--- src/rtl/scd_pkg.sv ---
`timescale 1ns / 1ps

package scd_pkg;

   // Field widths of the command stream and the pixel words
   localparam int unsigned BYTE_W  = 8;
   localparam int unsigned DATA_W  = 14;
   localparam int unsigned COL_W   = 15;
   localparam int unsigned ROW_W   = 14;
   localparam int unsigned CSR_IDX_W = 1;

   // Decoder phase
   typedef enum logic [1:0] {
      PH_LOW   = 2'd0,
      PH_HIGH  = 2'd1,
      PH_RUN   = 2'd2,
      PH_ENDED = 2'd3
   } phase_type;

   // Command opcodes (low two bits of the command word)
   typedef enum logic [1:0] {
      OP_COL = 2'd0,
      OP_RUN = 2'd1,
      OP_ROW = 2'd2,
      OP_END = 2'd3
   } opcode_type;

   // Register indexes on the csr port
   localparam logic [CSR_IDX_W-1:0] REG_WIDTH  = 1'd0;
   localparam logic [CSR_IDX_W-1:0] REG_HEIGHT = 1'd1;

   // One result word
   typedef struct packed {
      logic [COL_W-1:0]  col;
      logic [ROW_W-1:0]  row;
      logic [BYTE_W-1:0] pixel;
      logic              outside;
      logic              stream_end;
   } rsp_type;

   // Parser to output buffer
   typedef struct packed {
      logic    valid;
      rsp_type data;
   } res_type;

endpackage

--- src/rtl/scd_in_reg.sv ---
`timescale 1ns / 1ps

module scd_in_reg (
   input  logic                         clock,
   input  logic                         reset,
   input  logic                         req_valid,
   output logic                         req_ready,
   input  logic [scd_pkg::BYTE_W-1:0]   req_stream_byte,
   input  logic                         req_stream_start,
   input  logic                         take,
   output logic                         held_valid,
   output logic [scd_pkg::BYTE_W-1:0]   held_byte,
   output logic                         held_start
);

   logic                       valid_ff, valid_in;
   logic [scd_pkg::BYTE_W-1:0] byte_ff;
   logic                       start_ff;
   logic                       load;

   // Free, or being emptied this cycle
   assign req_ready = !valid_ff || take;
   assign load      = req_valid && req_ready;

   always_comb begin
      valid_in = valid_ff;
      if (take) valid_in = 1'b0;
      if (load) valid_in = 1'b1;
   end

   always_ff @(posedge clock) begin
      if (reset) begin
         valid_ff <= 1'b0;
      end else begin
         valid_ff <= valid_in;
      end
   end

   // Payload, no reset
   always_ff @(posedge clock) begin
      if (load) begin
         byte_ff  <= req_stream_byte;
         start_ff <= req_stream_start;
      end
   end

   assign held_valid = valid_ff;
   assign held_byte  = byte_ff;
   assign held_start = start_ff;

endmodule

--- src/rtl/scd_parser.sv ---
`timescale 1ns / 1ps

module scd_parser (
   input  logic                         clock,
   input  logic                         reset,
   input  logic                         en,
   input  logic [scd_pkg::BYTE_W-1:0]   stream_byte,
   input  logic                         stream_start,
   input  logic [scd_pkg::DATA_W-1:0]   sprite_width,
   input  logic [scd_pkg::DATA_W-1:0]   sprite_height,
   output scd_pkg::res_type             res
);

   scd_pkg::phase_type         phase_ff, phase_in, phase_eff;
   logic [scd_pkg::BYTE_W-1:0] hold_ff, hold_in, hold_eff;
   logic [scd_pkg::COL_W-1:0]  col_ff, col_in, col_eff;
   logic [scd_pkg::ROW_W-1:0]  row_ff, row_in, row_eff;
   logic [scd_pkg::DATA_W-1:0] run_ff, run_in, run_eff;

   logic [2*scd_pkg::BYTE_W-1:0] word;
   scd_pkg::opcode_type          op;
   logic [scd_pkg::DATA_W-1:0]   data;
   logic                         last_pixel;

   // A start mark clears the position and phase before the word is used
   always_comb begin
      phase_eff = stream_start ? scd_pkg::PH_LOW : phase_ff;
      hold_eff  = stream_start ? '0 : hold_ff;
      col_eff   = stream_start ? '0 : col_ff;
      row_eff   = stream_start ? '0 : row_ff;
      run_eff   = stream_start ? '0 : run_ff;
   end

   assign word       = {stream_byte, hold_eff};
   assign op         = scd_pkg::opcode_type'(word[1:0]);
   assign data       = word[2*scd_pkg::BYTE_W-1:2];
   assign last_pixel = (run_eff == scd_pkg::DATA_W'(1));

   // Next phase
   always_comb begin
      phase_in = phase_eff;
      case (phase_eff)
         scd_pkg::PH_LOW: begin
            phase_in = scd_pkg::PH_HIGH;
         end
         scd_pkg::PH_HIGH: begin
            case (op)
               scd_pkg::OP_RUN: phase_in = (data == '0) ? scd_pkg::PH_LOW : scd_pkg::PH_RUN;
               scd_pkg::OP_END: phase_in = scd_pkg::PH_ENDED;
               default:         phase_in = scd_pkg::PH_LOW;
            endcase
         end
         scd_pkg::PH_RUN: begin
            phase_in = last_pixel ? scd_pkg::PH_LOW : scd_pkg::PH_RUN;
         end
         default: begin
            phase_in = scd_pkg::PH_ENDED;
         end
      endcase
   end

   // Position, run count and the result word
   always_comb begin
      hold_in = hold_eff;
      col_in  = col_eff;
      row_in  = row_eff;
      run_in  = run_eff;
      res     = '0;
      case (phase_eff)
         scd_pkg::PH_LOW: begin
            hold_in = stream_byte;
         end
         scd_pkg::PH_HIGH: begin
            case (op)
               scd_pkg::OP_COL: col_in = scd_pkg::COL_W'(data);
               scd_pkg::OP_ROW: row_in = data;
               scd_pkg::OP_RUN: begin
                  if (data == '0) col_in = '0;
                  else            run_in = data;
               end
               default: begin
                  res.valid           = 1'b1;
                  res.data.stream_end = 1'b1;
               end
            endcase
         end
         scd_pkg::PH_RUN: begin
            res.valid        = 1'b1;
            res.data.col     = col_eff;
            res.data.row     = row_eff;
            res.data.pixel   = stream_byte;
            res.data.outside = (col_eff >= scd_pkg::COL_W'(sprite_width))
                               || (row_eff >= sprite_height);
            run_in           = run_eff - scd_pkg::DATA_W'(1);
            col_in           = last_pixel ? '0 : col_eff + scd_pkg::COL_W'(1);
         end
         default: begin
         end
      endcase
      if (!en) res.valid = 1'b0;
   end

   always_ff @(posedge clock) begin
      if (reset) begin
         phase_ff <= scd_pkg::PH_LOW;
         hold_ff  <= '0;
         col_ff   <= '0;
         row_ff   <= '0;
         run_ff   <= '0;
      end else if (en) begin
         phase_ff <= phase_in;
         hold_ff  <= hold_in;
         col_ff   <= col_in;
         row_ff   <= row_in;
         run_ff   <= run_in;
      end
   end

endmodule

--- src/rtl/scd_out_buf.sv ---
`timescale 1ns / 1ps

module scd_out_buf (
   input  logic              clock,
   input  logic              reset,
   input  scd_pkg::res_type  push,
   output logic              can_take,
   output logic              rsp_valid,
   input  logic              rsp_ready,
   output scd_pkg::rsp_type  rsp_data
);

   logic             out_valid_ff, out_valid_in;
   scd_pkg::rsp_type out_data_ff, out_data_in;
   logic             skid_valid_ff, skid_valid_in;
   scd_pkg::rsp_type skid_data_ff, skid_data_in;
   logic             pop;

   assign pop      = out_valid_ff && rsp_ready;
   assign can_take = !skid_valid_ff;

   // Output register with a skid word behind it
   always_comb begin
      out_valid_in  = out_valid_ff;
      out_data_in   = out_data_ff;
      skid_valid_in = skid_valid_ff;
      skid_data_in  = skid_data_ff;
      if (pop) begin
         if (skid_valid_ff) begin
            out_data_in   = skid_data_ff;
            skid_valid_in = 1'b0;
         end else begin
            out_valid_in = 1'b0;
         end
      end
      if (push.valid) begin
         if (!out_valid_in) begin
            out_valid_in = 1'b1;
            out_data_in  = push.data;
         end else begin
            skid_valid_in = 1'b1;
            skid_data_in  = push.data;
         end
      end
   end

   always_ff @(posedge clock) begin
      if (reset) begin
         out_valid_ff  <= 1'b0;
         skid_valid_ff <= 1'b0;
      end else begin
         out_valid_ff  <= out_valid_in;
         skid_valid_ff <= skid_valid_in;
      end
   end

   always_ff @(posedge clock) begin
      out_data_ff  <= out_data_in;
      skid_data_ff <= skid_data_in;
   end

   assign rsp_valid = out_valid_ff;
   assign rsp_data  = out_data_ff;

endmodule

--- src/rtl/sprite_command_stream_decoder_top.sv ---
`timescale 1ns / 1ps

// Sprite command stream decoder.
// req_ channel: one stream byte per word, with a start mark on the first byte
// of a sprite. Byte pairs form command words (low byte first) that set the
// column, set the row, open a pixel run or end the sprite.
// rsp_ channel: one word per pixel of a run (column, row, palette index and
// an outside flag against the canvas size), and one word with stream_end set
// for the end command; command bytes themselves give no word.
// csr_ channel: index 0 writes sprite_width, index 1 writes sprite_height;
// always ready; the user must see that they are written only while the
// stream is idle, as the block does not enforce it. An accepted byte is
// held in the input register, then goes through the parser into the output
// register that drives rsp_valid; an occupied skid word keeps it in the input
// register. Throughput: one byte per cycle while the skid word is free.
// Reset clears the phase, the position, the run count and both canvas sizes,
// and empties the input and output registers.
// When the receiver stalls, the output register and one skid word absorb
// results; req_ready drops only once the skid word is occupied.

module sprite_command_stream_decoder_top (
   input  logic                              clock,
   input  logic                              reset,
   input  logic                              req_valid,
   output logic                              req_ready,
   input  logic [scd_pkg::BYTE_W-1:0]        req_stream_byte,
   input  logic                              req_stream_start,
   output logic                              rsp_valid,
   input  logic                              rsp_ready,
   output logic [scd_pkg::COL_W-1:0]         rsp_col,
   output logic [scd_pkg::ROW_W-1:0]         rsp_row,
   output logic [scd_pkg::BYTE_W-1:0]        rsp_pixel,
   output logic                              rsp_outside,
   output logic                              rsp_stream_end,
   input  logic                              csr_valid,
   output logic                              csr_ready,
   input  logic [scd_pkg::CSR_IDX_W-1:0]     csr_index,
   input  logic [scd_pkg::DATA_W-1:0]        csr_wdata
);

   logic [scd_pkg::DATA_W-1:0] width_ff, height_ff;
   logic                       held_valid;
   logic [scd_pkg::BYTE_W-1:0] held_byte;
   logic                       held_start;
   logic                       can_take;
   logic                       advance;
   scd_pkg::res_type           res;
   scd_pkg::rsp_type           rsp_data;

   // Canvas size registers
   assign csr_ready = 1'b1;

   always_ff @(posedge clock) begin
      if (reset) begin
         width_ff  <= '0;
         height_ff <= '0;
      end else if (csr_valid) begin
         case (csr_index)
            scd_pkg::REG_WIDTH:  width_ff  <= csr_wdata;
            scd_pkg::REG_HEIGHT: height_ff <= csr_wdata;
            default: begin
            end
         endcase
      end
   end

   // A held byte moves on whenever the skid word is free
   assign advance = held_valid && can_take;

   scd_in_reg u_in_reg (
      .clock            (clock),
      .reset            (reset),
      .req_valid        (req_valid),
      .req_ready        (req_ready),
      .req_stream_byte  (req_stream_byte),
      .req_stream_start (req_stream_start),
      .take             (advance),
      .held_valid       (held_valid),
      .held_byte        (held_byte),
      .held_start       (held_start)
   );

   scd_parser u_parser (
      .clock         (clock),
      .reset         (reset),
      .en            (advance),
      .stream_byte   (held_byte),
      .stream_start  (held_start),
      .sprite_width  (width_ff),
      .sprite_height (height_ff),
      .res           (res)
   );

   scd_out_buf u_out_buf (
      .clock     (clock),
      .reset     (reset),
      .push      (res),
      .can_take  (can_take),
      .rsp_valid (rsp_valid),
      .rsp_ready (rsp_ready),
      .rsp_data  (rsp_data)
   );

   assign rsp_col        = rsp_data.col;
   assign rsp_row        = rsp_data.row;
   assign rsp_pixel      = rsp_data.pixel;
   assign rsp_outside    = rsp_data.outside;
   assign rsp_stream_end = rsp_data.stream_end;

endmodule

--- config.mk ---
export PLATFORM = sky130hd
export DESIGN_NAME = sprite_command_stream_decoder_top
export DESIGN_NICKNAME = d
export VERILOG_FILES = /design/src/rtl/scd_pkg.sv /design/src/rtl/scd_in_reg.sv /design/src/rtl/scd_parser.sv /design/src/rtl/scd_out_buf.sv /design/src/rtl/sprite_command_stream_decoder_top.sv
export SDC_FILE = /design/constraint.sdc
export NUM_CORES = 1
export LEC_CHECK = 0
export BUFFER_PORTS_ARGS = -buffer_cell sky130_fd_sc_hd__buf_2
export CAP_MARGIN = 20
export CORE_MARGIN = 3
export CORE_UTILIZATION = 51
export CTS_BUF_LIST = sky130_fd_sc_hd__clkbuf_16
export CTS_CLUSTER_DIAMETER = 30
export DETAILED_ROUTE_END_ITERATION = 6
export PLACE_DENSITY = 0.79
export SLEW_MARGIN = 20
export SYNTH_ARGS = -nofsm -noshare
export SYNTH_HDL_FRONTEND = slang
export SYNTH_HIERARCHICAL = 1
export SYNTH_SLANG_ARGS = --single-unit
--- constraint.sdc ---
create_clock -name clock -period 3.4 [get_ports clock]
set_input_delay 0.51 -clock clock [delete_from_list [all_inputs] [get_ports clock]]
set_output_delay 0.51 -clock clock [all_outputs]
set_load 0.01 [all_outputs]
==> impl_metrics.csv, run 1 <==
group,metric,value,unit
worst_setup_path,crit_start,"u_in_reg/held_start",
clock_tree,cts-root-buf,"clkbuf_16",
synthesis,yosysSeqAreaShare,43.16,%
sta,hold_viol_final,0,
clock_tree,insertion_delay,0.44,ns
route,wire_per_inst,19.70,microns
worst_setup_path,regToRegStartpoint,"u_in_reg/held_start",
synthesis,syn-cell-area,9045,sq um
worst_setup_path,end_kind,"flip-flop",
layout,layout.nets,1095,
worst_setup_path,slowest_delay,0.55,ns
global_routing,grt_max_degree,50,
clock_tree,clock-sinks,171,
layout,layout_common_cells,"dfxtp_1, nor2_1, inv_1",
clock_tree,clkSlewWorstSetupHoldPaths,0.07,ns
placed_design,port_buffers,69,
synthesis,yosys_warnings,6,
synthesis,synth_top_flop_cell,"dfxtp_1",
worst_setup_path,crit_buf_inv,1,
route,drt-initial-drc-count,1017,
route,wirelength,25170,microns
sta,rsz0062_at_grt,"false",
synthesis,synth_edf_count,48,
floorplanning,die-area,19370,sq um
global_routing,grt_usage,25.77,%
global_routing,grt_pass1_wl,40700,microns
sta,slew_headroom,30.39,%
pwr,power_density,494.2,nW/um^2
floorplanning,start_util,52.11,%
worst_setup_path,crit_chain,"nor2b_1, ha_1, nor2b_1, and3_1, nor2_1, nor2_1, and3_2, buf_4",
layout,design_area,10140,sq um
clock_tree,cts_buffer_depth,2,
layout,final_layout_size_suffix_gt1_share,15.67,%
hold_path,whs_endpoint,"u_in_reg/held_byte[2]",
worst_setup_path,r2r_slack,0.53,ns
global_routing,antenna_found_initial,0,
placed_design,dp_hpwl,16800,microns
run_status,status,"complete, no violations",
clock_tree,post_cts_resized,0,
floorplanning,pin_count,71,
clock_tree,post_cts_buffers,0,
sta,setup_tns,0,ns
global_routing,overflow,0,
worst_setup_path,r2r-end,"u_out_buf/skid_data_ff[5]",
layout,diodes,0,
pwr,ir_drop,0.3776,mV
synthesis,async_reset_ff_share,0,%
synthesis,ys_types,75,
sta,fin_worst_skew,0.008682,ns
floorplanning,num_rows,48,
global_routing,grt_pass1_vias,7883,
clock_tree,h-tree-depth,4,
sta,finalMaxSlewViolations,0,
clock_tree,cts_made_buffers,17,
worst_setup_path,crit_arrival,2.95,ns
floorplanning,die_h,139.2,microns
placed_design,gp_congestion,0.9481,
pwr,power.leakage,3.726,nW
placed_design,placed_area,9562,sq um
route,ant_nets,0,
synthesis,synth_top_area_share,27.22,%
hold_path,min-delay-path-class,"in -> reg",
pwr,total_power,5.012,mW
worst_setup_path,cp_top_family,"simple AND/OR/NAND/NOR gates",
layout,layout_commonest_cell,"dfxtp_1",
synthesis,yosys.area.top_type,"dfxtp_1",
route,drc,0,
worst_setup_path,setup.worst_path.start_class,"flip-flop",
worst_setup_path,slowest_stage,"edfxtp_1",
floorplanning,die_w,139.2,microns
hold_path,hold_start,"req_stream_byte[2]",
sta,min_period,2.871,ns
hold_path,holdPathStages,1,
sta,setup_viol,0,
synthesis,syn_nets,1047,
worst_setup_path,reg2regPathDepth,8,
floorplanning,core_area,17360,sq um
route,dr_total_vias,7972,
worst_setup_path,crit_path_max_fanout,39,
route,dr.pass1.iters,6,
synthesis,synthCells,992,
synthesis,syn_avg_cell_area,9.118,sq um
clock_tree,cts_tree,"built",
sta,fin_crit_sh,84.45,%
worst_setup_path,worst_ep_required_time,3.48,ns
sta,worstMarginPinSlew,1.044,ns
sta,max_freq,348.3,MHz
clock_tree,hold_buffers,0,
route,routed_via_density,6.238,
layout,syn2layout_area_growth,12.13,%
synthesis,ys_ff_latch,171,
worst_setup_path,path_class,"reg -> reg",
flow_run,max_cap_violations,0,
synthesis,synth_area_leaders,"dfxtp_1, edfxtp_1, nor2_1",
report_power, final:
| group | leakage [nW] | internal (mW) | switching [mW] | total (mW) |
|---|---|---|---|---|
| sequential | 1.43 | 2.24 | 0.146 | 2.39 |
| clock | 0.274 | 0.976 | 0.926 | 1.90 |
| combinational | 2.02 | 0.319 | 0.405 | 0.724 |
| total | 3.73 | 3.54 | 1.48 | 5.01 |
layout make-up:
class                           count  area (sq um)
Fill cell                        1470          7214
Multi-Input combinational cell    678          4522
Sequential cell                   171          3905
Timing Repair Buffer               98         575.6
Clock buffer                       17         425.4
Tap cell                          225         281.5
Inverter                           74         277.8
Clock inverter                     15         155.1
worst max-delay path by stage:
stage                                            end  cells past startpoint
after floorplan            u_out_buf/skid_data_ff[0]                     11
after global placement    u_out_buf/skid_data_ff[21]                      8
after detailed placement  u_out_buf/skid_data_ff[17]                      8
after CTS                 u_out_buf/skid_data_ff[23]                      8
after global routing      u_out_buf/skid_data_ff[23]                      8
final                      u_out_buf/skid_data_ff[5]                      8
cell families (layout without fill, tap and decap cells):
family                   Yosys count  in the layout  share of synthesized area [%]
buffers and inverters            143            204                          7.013
flip-flops                       171            171                          43.16
XOR/XNOR                          10             10                         0.9683
AO/OA/AOI/OAI                    249            249                          19.84
multiplexers                      37             37                          4.164
other                              1              1                        0.04146
adder cells (fa/ha/maj)           29             29                          3.929
AND/OR/NAND/NOR                  352            352                          20.89
cells in the mapped netlist (all sizes together) (3+ instances only):
master	n
o21ai	36
maj3	3
dfxtp	123
nand4	8
mux2	5
nand2b	49
o211ai	7
and2	47
ha	26
a21oi	43
xnor2	6
nand3	18
a21boi	4
edfxtp	48
a221oi	48
a22oi	26
nor4	7
nand2	41
clkbuf	40
nor4b	3
a21o	3
nor3	20
mux2i	32
nor2b	34
a41oi	3
a31oi	9
a211oi	7
buf	29
xor2	4
inv	73
nor2	100
and3	13
o22ai	40
a311oi	5
or4	4
sequential cells by signal, indices dropped and copies added (netlist names):
| signal | count |
|---|---|
| u_out_buf/skid_data_ff | 39 |
| u_parser/run_ff | 14 |
| u_out_buf/skid_valid_ff | 1 |
| u_out_buf/rsp_data | 39 |
| u_in_reg/held_start | 1 |
| u_in_reg/held_byte | 8 |
| u_in_reg/held_valid | 1 |
| u_parser/hold_ff | 8 |
| u_out_buf/rsp_valid | 1 |
| u_parser/row_ff | 14 |
| height_ff | 14 |
| u_parser/phase_ff | 2 |
| u_parser/col_ff | 15 |
| width_ff | 14 |
metal layers:
| layer | up-vias | routed length [microns] | global-route usage [%] |
|---|---|---|---|
| met1 | 3721 | 10380 | 33.89 |
| met2 | 485 | 10910 | 38.63 |
| met4 | 0 | 1090 | 11.48 |
| met5 | - | 0 | 0 |
| met3 | 96 | 2797 | 8.690 |
| li1 | 3670 | - | - |
stage by stage:
step | hold WS, ns | instances | utilization [%] | worst slack, ns
floorplan | 0.4487 | 992 | - | 0.1698
global placement | 0.4621 | 1246 | 55.09 | 0.7113
detailed placement | 0.4678 | 1246 | 55.09 | 0.5716
CTS | 0.2409 | 1278 | 58.43 | 0.5701
global route | 0.2333 | 1278 | 58.43 | 0.2948
finish | 0.2484 | 1278 | 58.43 | 0.5288
(Power assumes the default switching activity.)
==> run 2, diff against run 1 <==
--- a/config.mk
+++ b/config.mk
@@ -12,7 +12,7 @@
 export CTS_BUF_LIST = sky130_fd_sc_hd__clkbuf_16
 export CTS_CLUSTER_DIAMETER = 30
 export DETAILED_ROUTE_END_ITERATION = 6
-export PLACE_DENSITY = 0.79
+export PLACE_DENSITY = 0.76
 export SLEW_MARGIN = 20
 export SYNTH_ARGS = -nofsm -noshare
 export SYNTH_HDL_FRONTEND = slang
==> constraint.sdc (replaced) <==
create_clock -name clock -period 2.85 [get_ports clock]
set_input_delay 0.4275 -clock clock [delete_from_list [all_inputs] [get_ports clock]]
set_output_delay 0.4275 -clock clock [all_outputs]
set_load 0.01 [all_outputs]
==> impl_metrics.csv, run 2 (synthesis results as in run 1) <==
group,metric,value,unit
run_status,status,"complete, no violations",
worst_setup_path,cp_top_family,"compound AO/OA/AOI/OAI gates",
sta,fin_crit_sh,93.39,%
sta,max_freq,375.7,MHz
placed_design,dp_hpwl,16640,microns
placed_design,gp_congestion,0.9305,
global_routing,grt_usage,24.78,%
layout,multi_input_area,4548,sq um
sta,rsz0062_at_grt,"false",
hold_path,min-delay-path-class,"in -> reg",
floorplanning,core_area,17360,sq um
sta,timing.hold.ws,0.1710,ns
worst_setup_path,crit_buf_inv,1,
clock_tree,cts_tree,"built",
worst_setup_path,crit_arrival,3.02,ns
route,ant_nets,0,
clock_tree,clock-sinks,171,
sta,min_period,2.662,ns
sta,setup_viol,0,
floorplanning,num_rows,48,
layout,fillers,1519,
sta,slew_headroom,41.65,%
global_routing,grt_pass1_vias,7397,
pwr,total_power,6.086,mW
route,drt-initial-drc-count,898,
worst_setup_path,path_class,"reg -> reg",
global_routing,grt_max_degree,42,
worst_setup_path,end_kind,"flip-flop",
floorplanning,die_h,139.2,microns
layout,layout.nets,1109,
worst_setup_path,worst_ep_required_time,3.21,ns
clock_tree,post_cts_buffers,0,
sta,hold_viol_final,0,
layout,regArea,3905,sq um
layout,diodes,0,
worst_setup_path,setup.worst_path.start_class,"flip-flop",
floorplanning,die_w,139.2,microns
worst_setup_path,slowest_stage,"a21oi_1",
global_routing,grt_pass1_wl,39020,microns
clock_tree,cts-root-buf,"clkbuf_16",
clock_tree,cts_buffer_depth,2,
clock_tree,insertion_delay,0.43,ns
layout,final_layout_size_suffix_gt1_share,17.26,%
floorplanning,die-area,19370,sq um
sta,worstMarginPinSlew,0.8753,ns
route,wire_per_inst,19.19,microns
worst_setup_path,crit_path_max_fanout,11,
pwr,power_density,590.5,nW/um^2
clock_tree,h-tree-depth,4,
floorplanning,start_util,52.11,%
route,drc,0,
clock_tree,cts_made_buffers,17,
sta,setup_tns,0,ns
route,routed_via_density,6.150,
pwr,power.leakage,3.831,nW
clock_tree,post_cts_resized,0,
worst_setup_path,crit_chain,"inv_1, nand2_1, ha_1, nor2_1, a21oi_1, o21ai_0, a21o_1, o21ai_0",
flow_run,max_cap_violations,0,
placed_design,placed_area,9706,sq um
global_routing,overflow,0,
floorplanning,pin_count,71,
clock_tree,hold_buffers,0,
worst_setup_path,cpMostUsedCell,"o21ai_0",
route,wirelength,24780,microns
global_routing,antenna_found_initial,0,
layout,layout_commonest_cell,"dfxtp_1",
pwr,ir_drop,0.4675,mV
route,dr_total_vias,7940,
worst_setup_path,slowest_delay,0.68,ns
sta,finalMaxSlewViolations,0,
layout,layout_common_cells,"dfxtp_1, nor2_1, inv_1",
placed_design,port_buffers,69,
layout,syn2layout_area_growth,13.94,%
sta,fin_worst_skew,0.01183,ns
layout,design_area,10310,sq um
clock_tree,clkSlewWorstSetupHoldPaths,0.07,ns
route,dr.pass1.iters,7,
[run 2: final timing paths]
check / from / end / slack, ns / depth (start not counted)
min: req_stream_byte[0] / u_in_reg/held_byte[0] / 0.17 / 1
min reg2reg: width_ff[7] / width_ff[7] / 0.47 / 2
max reg2reg: u_in_reg/held_start / u_parser/run_ff[8] / 0.19 / 8
max: u_in_reg/held_start / u_parser/run_ff[8] / 0.19 / 8
[run 2: final cells by class]
cell class | count | share of cell area (%)
Clock buffer | 17 | 4.128
Clock inverter | 14 | 1.700
Inverter | 74 | 2.695
Multi-Input combinational cell | 678 | 44.13
Sequential cell | 171 | 37.89
Tap cell | 225 | 2.732
Timing Repair Buffer | 112 | 6.726
[run 2: per-layer routing]
| metal | vias up | share of wire (%) | GRT usage [%] |
|---|---|---|---|
| li1 | 3709 | - | - |
| met1 | 3747 | 42 | 33.56 |
| met2 | 417 | 45 | 39.17 |
| met3 | 67 | 9.4 | 4.966 |
| met4 | 0 | 3.6 | 9.835 |
| met5 | - | 0 | 0 |
[run 2: worst register-to-register path, delay by kind of cell, from the launching register on]
family / cells / cell delay (ns)
buffers and inverters: 1 / 0.34
AO/OA/AOI/OAI: 4 / 1.16
adder cells (fa/ha/maj): 1 / 0.41
AND/OR/NAND/NOR: 2 / 0.26
flip-flops: 1 / 0.43
[run 2: per-stage QoR]
step,setup slack [ns],util (%),instances
2_1_floorplan,0.007278,-,992
3_3_place_gp,0.3381,55.92,1260
3_5_place_dp,0.2758,55.92,1260
4_1_cts,0.2404,59.38,1291
5_1_grt,0.06110,59.38,1291
6_report,0.1883,59.38,1291
[run 2: where the power goes]
| group | internal, mW | switching (mW) | total, mW |
|---|---|---|---|
| logic | 0.391 | 0.492 | 0.883 |
| clock network | 1.33 | 1.05 | 2.37 |
| registers | 2.67 | 0.155 | 2.83 |
